`config.mk`:
```
export PLATFORM = sky130hd
export DESIGN_NAME = pfa_modmul
export DESIGN_NICKNAME = d
export VERILOG_FILES = /design/src/rtl/pfa_pkg.sv /design/src/rtl/pfa_modmul.sv
export SDC_FILE = /design/constraint.sdc
export NUM_CORES = 2
export LEC_CHECK = 0
export ABC_AREA = 1
export BUFFER_PORTS_ARGS = -buffer_cell sky130_fd_sc_hd__buf_2
export CAP_MARGIN = 20
export CORE_ASPECT_RATIO = 0.6
export CORE_MARGIN = 2
export CORE_UTILIZATION = 40
export DETAILED_ROUTE_END_ITERATION = 8
export PLACE_DENSITY_LB_ADDON = 0.1
export SLEW_MARGIN = 5
export SYNTH_ARGS = -nofsm -noshare
export SYNTH_HDL_FRONTEND = slang
export SYNTH_SLANG_ARGS = --single-unit
export TNS_END_PERCENT = 20
```
`constraint.sdc`:
```
create_clock -name clock -period 8.4 [get_ports clock]
set_input_delay 0.84 -clock clock [delete_from_list [all_inputs] [get_ports clock]]
set_output_delay 0.84 -clock clock [all_outputs]
set_load 0.02 [all_outputs]
```
`src/rtl/pfa_pkg.sv`:
```
// Shared constants and operation codes for the prime field ALU.
`default_nettype none
package pfa_pkg;
   localparam longint unsigned PFA_MODULUS = 64'd1000000007;
   localparam int IN_W = 30;
   localparam int OP_W = 2;
   localparam logic [OP_W-1:0] OP_ADD = 2'd0;
   localparam logic [OP_W-1:0] OP_SUB = 2'd1;
   localparam logic [OP_W-1:0] OP_MUL = 2'd2;
   localparam logic [OP_W-1:0] OP_DIV = 2'd3;
endpackage
`default_nettype wire

```
`src/rtl/pfa_modmul.sv`:
```
// Four-stage Barrett modular multiplier with a passthrough tag.
`default_nettype none
module pfa_modmul import pfa_pkg::*; #(
   parameter longint unsigned MODULUS = PFA_MODULUS,
   parameter int TAG_W = 1,
   localparam int RW = $clog2(MODULUS + 1)
) (
   input  wire logic             clock,
   input  wire logic             reset,
   input  wire logic             en,
   input  wire logic             in_valid,
   input  wire logic [RW-1:0]    in_a,
   input  wire logic [RW-1:0]    in_b,
   input  wire logic [TAG_W-1:0] in_tag,
   output logic                  out_valid,
   output logic [RW-1:0]         out_prod,
   output logic [TAG_W-1:0]      out_tag
);
   localparam logic [63:0] MOD64 = 64'(MODULUS);
   localparam logic [63:0] MU64  = (64'd1 << (2 * RW)) / MOD64;
   localparam logic [63:0] M2_64 = MOD64 << 1;
   // mu reaches 2^(RW+1) when the modulus is a power of two
   localparam logic [RW+1:0] MU_C = MU64[RW+1:0];
   localparam logic [RW+1:0] M_C  = MOD64[RW+1:0];
   localparam logic [RW+1:0] M2_C = M2_64[RW+1:0];

   logic [2*RW-1:0] p1_ff, p1_in;
   logic [2*RW+1:0] t2_ff, t2_in;
   logic [RW+1:0]   p2_ff, p3_ff, qm3_ff, qm3_in;
   logic [RW-1:0]   r4_ff, r4_in;
   logic [RW+1:0]   diff;
   logic [TAG_W-1:0] g1_ff, g2_ff, g3_ff, g4_ff;
   logic v1_ff, v2_ff, v3_ff, v4_ff;

   assign p1_in  = (2*RW)'(in_a) * (2*RW)'(in_b);
   assign t2_in  = (2*RW+2)'(p1_ff[2*RW-1:RW-1]) * (2*RW+2)'(MU_C);
   // quotient estimate; only low bits of q*m matter since remainder < 3m
   assign qm3_in = (RW+2)'(t2_ff[2*RW+1:RW+1]) * M_C;
   assign diff   = p3_ff - qm3_ff;

   always_comb begin
      if (diff >= M2_C) begin
         r4_in = RW'(diff - M2_C);
      end else if (diff >= M_C) begin
         r4_in = RW'(diff - M_C);
      end else begin
         r4_in = RW'(diff);
      end
   end

   always_ff @(posedge clock) begin
      if (en) begin
         p1_ff  <= p1_in;
         t2_ff  <= t2_in;
         p2_ff  <= p1_ff[RW+1:0];
         qm3_ff <= qm3_in;
         p3_ff  <= p2_ff;
         r4_ff  <= r4_in;
         g1_ff  <= in_tag;
         g2_ff  <= g1_ff;
         g3_ff  <= g2_ff;
         g4_ff  <= g3_ff;
      end
   end

   always_ff @(posedge clock) begin
      if (reset) begin
         v1_ff <= 1'b0;
         v2_ff <= 1'b0;
         v3_ff <= 1'b0;
         v4_ff <= 1'b0;
      end else if (en) begin
         v1_ff <= in_valid;
         v2_ff <= v1_ff;
         v3_ff <= v2_ff;
         v4_ff <= v3_ff;
      end
   end

   assign out_valid = v4_ff;
   assign out_prod  = r4_ff;
   assign out_tag   = g4_ff;
endmodule
`default_nettype wire

```
* Word-level counts from Yosys, hierarchy flattened
Cells that the tools add are included.
Cells by class: add/sub/neg operators 3, multipliers 3, magnitude comparators 2, muxes and demuxes 2
Operator list (number):
- multiplier 30 x 30 -> 60 bit | 1
- two-way mux 30 bit | 2
- subtractor 30 bit, second input constant | 2
- multiplier 31 x 28 -> 59 bit, second input constant | 1
- >= comparator 32 x 30 -> 1 bit, second input constant | 1
- >= comparator 32 x 31 -> 1 bit, second input constant | 1
- multiplier 31 x 30 -> 32 bit, second input constant | 1
- subtractor 32 bit | 1
Storage, ports and cells: flip-flop bits (word level) 253, input port bits 65, logic and storage cells 24

* Longest topological paths before layout
word-level depth 4, depth in mapped cells 36

* Worst setup path after synthesis
No wires, ideal clock.
path kind input port to flip-flop, start in in_b[3], end reg p1_ff[59], data pin, library setup time 0.260 ns, data arrival time 7.094 ns, data required time 8.140 ns, slack 1.046 ns, stages on the path 26, path buffers 1, cell sequence clkbuf_1 nand2_1 fa_1 inv_1 fa_1 fa_1 inv_1 fa_1 inv_1 fa_1 fa_1 fa_1 inv_1 fa_1 inv_1 ha_1 nand2_1 nor2_1 inv_1 nor4_1 nand3_1 nand3_1 a21oi_1 o21ai_0 a21oi_1 xnor2_1
Between the ends: word-level cells in the longest chain between the ends 1
Ends and longest elaborated chain:
- from (decl) | line pfa_modmul.sv:13 | input wire logic [RW-1:0] in_b,
- multiplier 30 x 30 -> 60 bit | line pfa_modmul.sv:35 | assign p1_in = (2*RW)'(in_a) * (2*RW)'(in_b);
- named net p1_in[59] | line pfa_modmul.sv:27 | logic [2*RW-1:0] p1_ff, p1_in;
- to (signal assigned) | line pfa_modmul.sv:53 | p1_ff <= p1_in;
- to (decl) | line pfa_modmul.sv:27
The timed path passes the listed nets, and every way through them passes these cells. A chain may end at the register's enable or synchronous reset.

* Final worst setup path
start in in_a[7], end reg p1_ff[43], data pin
Between the ends: word-level cells in the longest chain between the ends 1
Ends and longest elaborated chain:
- from (decl) | line pfa_modmul.sv:12 | input wire logic [RW-1:0] in_a,
- multiplier 30 x 30 -> 60 bit | line pfa_modmul.sv:35
- named net p1_in[43] | line pfa_modmul.sv:27
The timed path passes the listed nets, and every way through them passes these cells.

==> impl_metrics.toml <==
[finish]
layout-drive-gt1-share = 0.0434
antenna_cells = 0
area_growth_pct = 6.76
nNetsFinal = 9811
final_area_um2 = 68300

[clock_tree]
cts_root_buf = "clkbuf_16"
cts.reportedPaths.clkPinSlew_ps = 60
insertion_delay_ps = 620
clock-sinks = 225
numCtsBuffers = 27
hold_buffers = 0
cts_resized = 0
cts_tree = "built"
htreeDepth = 1
clock_path_buffers = 3
cts_setup_buffers = 0

[sta]
tns_ps = 0
skew_ps = 80.4
hold_slack_ps = 367
fin_crit_sh = 0.921
max_freq_mhz = 129
rsz0062_at_grt = "false"
post-route-min-period_ps = 7740
relSlewSlack = 0.342
drv_slew = 0
layout_setup_ws_ps = 659
finalSetupViolCount = 0
worst_pin_slew_ps = 987
final-hold-violation-count = 0

[floorplanning]
dieWidth_um = 520
core-area_um2 = 158000
initial_core_util = 0.404
rows = 113
dieArea_um2 = 163000
io_pins = 97
die_h_um = 314

[global_routing]
grt_pass1_wl_mm = 294
grt_pass1_vias = 48976
grt_usage = 0.236
antenna_found_initial = 4
gr-total-overflow = 0
grt_max_degree = 171

[critical_path]
critPathCaptureType = "flip-flop"
crit_type = "input pin to flip-flop"
cp_max_fo = 14
arrival_ps = 8030
start_kind = "input pin"
worstPathRequired_ps = 8690

[routing]
wire_per_inst_um = 19.2
drtPass1Iterations = 5
drc = 0
vias_per_cell = 4.83
drtIter0Drc = 3615
drt-total-wl_mm = 190
vias = 47669
ant_nets = 0

[placement]
port_buffers = 96
dp_worst_setup_slack_ps = 208
placed_area_um2 = 67300
gp_congestion = 0.925
hpwl_mm = 167

[synth]
synth_fp_nets = 9750
synth-edff-count = 221
synth_ff_type = "edfxtp_1"
yosys_warnings = 0
avgSynthCellArea_um2 = 8.34
yosysTopAreaCell = "fa_1"
netlist_instances = 7665
synth_seq_cells = 225
yosysTopAreaCellShare = 0.383
synth_seq_area_share = 0.105
netlist_top_cells_area = "fa_1 (38%), ha_1 (16%), inv_1 (14%)"
synth.distinct_cells = 53
synthArstFlopShare = 0
synth_area_um2 = 64000

[status]
status = "finished clean"

[worst_hold_path]
hold_class = "flip-flop to flip-flop"

[run]
cap_viol_max_count = 0
worst max-delay path, cell delays in order:
cell and delay [ps]:
buf_2 440, buf_4 270, nand2_1 80, fa_1 400
inv_1 90, fa_1 440, fa_1 530, inv_1 50
fa_1 470, inv_1 50, fa_1 500, inv_1 60
fa_1 520, inv_1 50, fa_1 470, inv_1 50
fa_1 520, inv_1 60, ha_1 350, a21oi_1 250
o21ai_0 190, a21oi_1 170, nand2_1 140, a21oi_1 230
o21ai_0 170, a31oi_1 320, o21ai_0 160, xor2_1 170
synthesized netlist by cell type (10+ instances only):
library cell	n
a21o_1	10
nor2_1	275
clkbuf_1	180
edfxtp_1	221
nand2_1	1698
a31oi_1	38
a21oi_1	213
nor2_2	14
ha_1	796
o21a_1	14
o211ai_1	11
inv_1	2322
o21bai_1	14
nand2_2	28
nor3_1	29
o21ai_0	113
o21ai_1	20
xor2_1	114
nand3_1	126
fa_1	1224
xnor2_1	67
nand4_1	46
per-layer routing:
layer,up-vias,routed length [µm],track usage
met2,1295,74500,0.326
met3,114,15200,0.0546
li1,22584,-,-
met1,23672,98200,0.379
met5,-,34,0
met4,4,1840,0.0225
registers in the layout (all words and copies together) (netlist names):
signal	cells
out_prod	30
g2_ff	1
out_tag	1
g3_ff	1
v3_ff	1
qm3_ff	32
p1_ff	60
out_valid	1
v1_ff	1
t2_ff	31
g1_ff	1
p3_ff	32
v2_ff	1
p2_ff	32
through the flow:
step,utilization,instances
after floorplan,-,7665
after global placement,0.425,9824
after detailed placement,0.425,9824
after CTS,0.431,9872
after global routing,0.431,9872
final,0.431,9872
final timing paths:
path | startpoint | endpoint | slack, ps | cells after the start
max | in_a[7] | p1_ff[43] | 660 | 28
max reg2reg | t2_ff[37] | qm3_ff[30] | 1170 | 22
min reg2reg | p2_ff[13] | p3_ff[13] | 370 | 0
min | p2_ff[13] | p3_ff[13] | 370 | 0
cell families after synthesis:
| logic type | Yosys count | share of synthesized area |
|---|---|---|
| AO/OA/AOI/OAI | 462 | 0.0404 |
| XOR/XNOR | 181 | 0.0248 |
| adder cells (fa/ha/maj) | 2020 | 0.539 |
| buffers and inverters | 2521 | 0.149 |
| flip-flops | 225 | 0.105 |
| AND/OR/NAND/NOR | 2256 | 0.142 |
placed cells by master, fill, tap and decap left out, types with 3 or more instances in the layout:
| master | n |
|---|---|
| ha_1 | 796 |
| and2_1 | 7 |
| nand3_1 | 126 |
| nor2_2 | 14 |
| fa_1 | 1224 |
| o21ai_1 | 20 |
| o21a_1 | 14 |
| o21ai_0 | 113 |
| nor2_1 | 275 |
| a21o_1 | 10 |
| nor3_1 | 29 |
| edfxtp_1 | 221 |
| clkinv_1 | 7 |
| nand2_2 | 28 |
| buf_12 | 3 |
| a211oi_1 | 4 |
| nor2_4 | 7 |
| xor2_1 | 114 |
| o221ai_1 | 6 |
| nand2_1 | 1698 |
| o211ai_1 | 11 |
| nand4_1 | 46 |
| dfxtp_1 | 4 |
| o21bai_1 | 14 |
| nor4_1 | 6 |
| nand3_2 | 7 |
| clkbuf_16 | 27 |
| bufinv_16 | 5 |
| clkinv_4 | 4 |
| a21boi_0 | 6 |
| xnor2_1 | 67 |
| inv_6 | 4 |
| o31ai_1 | 4 |
| a21oi_1 | 213 |
| inv_2 | 5 |
| buf_2 | 95 |
| inv_1 | 2322 |
| buf_4 | 125 |
| a31oi_1 | 38 |
layout make-up:
class                   count  area (µm²)
flip-flops and latches    225        6720
fillers                 16055       90200
multi-input cells        4919       47700
clock buffers              28         679
repair buffers            224        1490
clock inverters            20         264
inverters                2329        8740
well taps                2127        2660
Power is left out: the tool's default activity adds up to more than one toggle a clock period on the data nets, which glitch-free logic cannot reach.
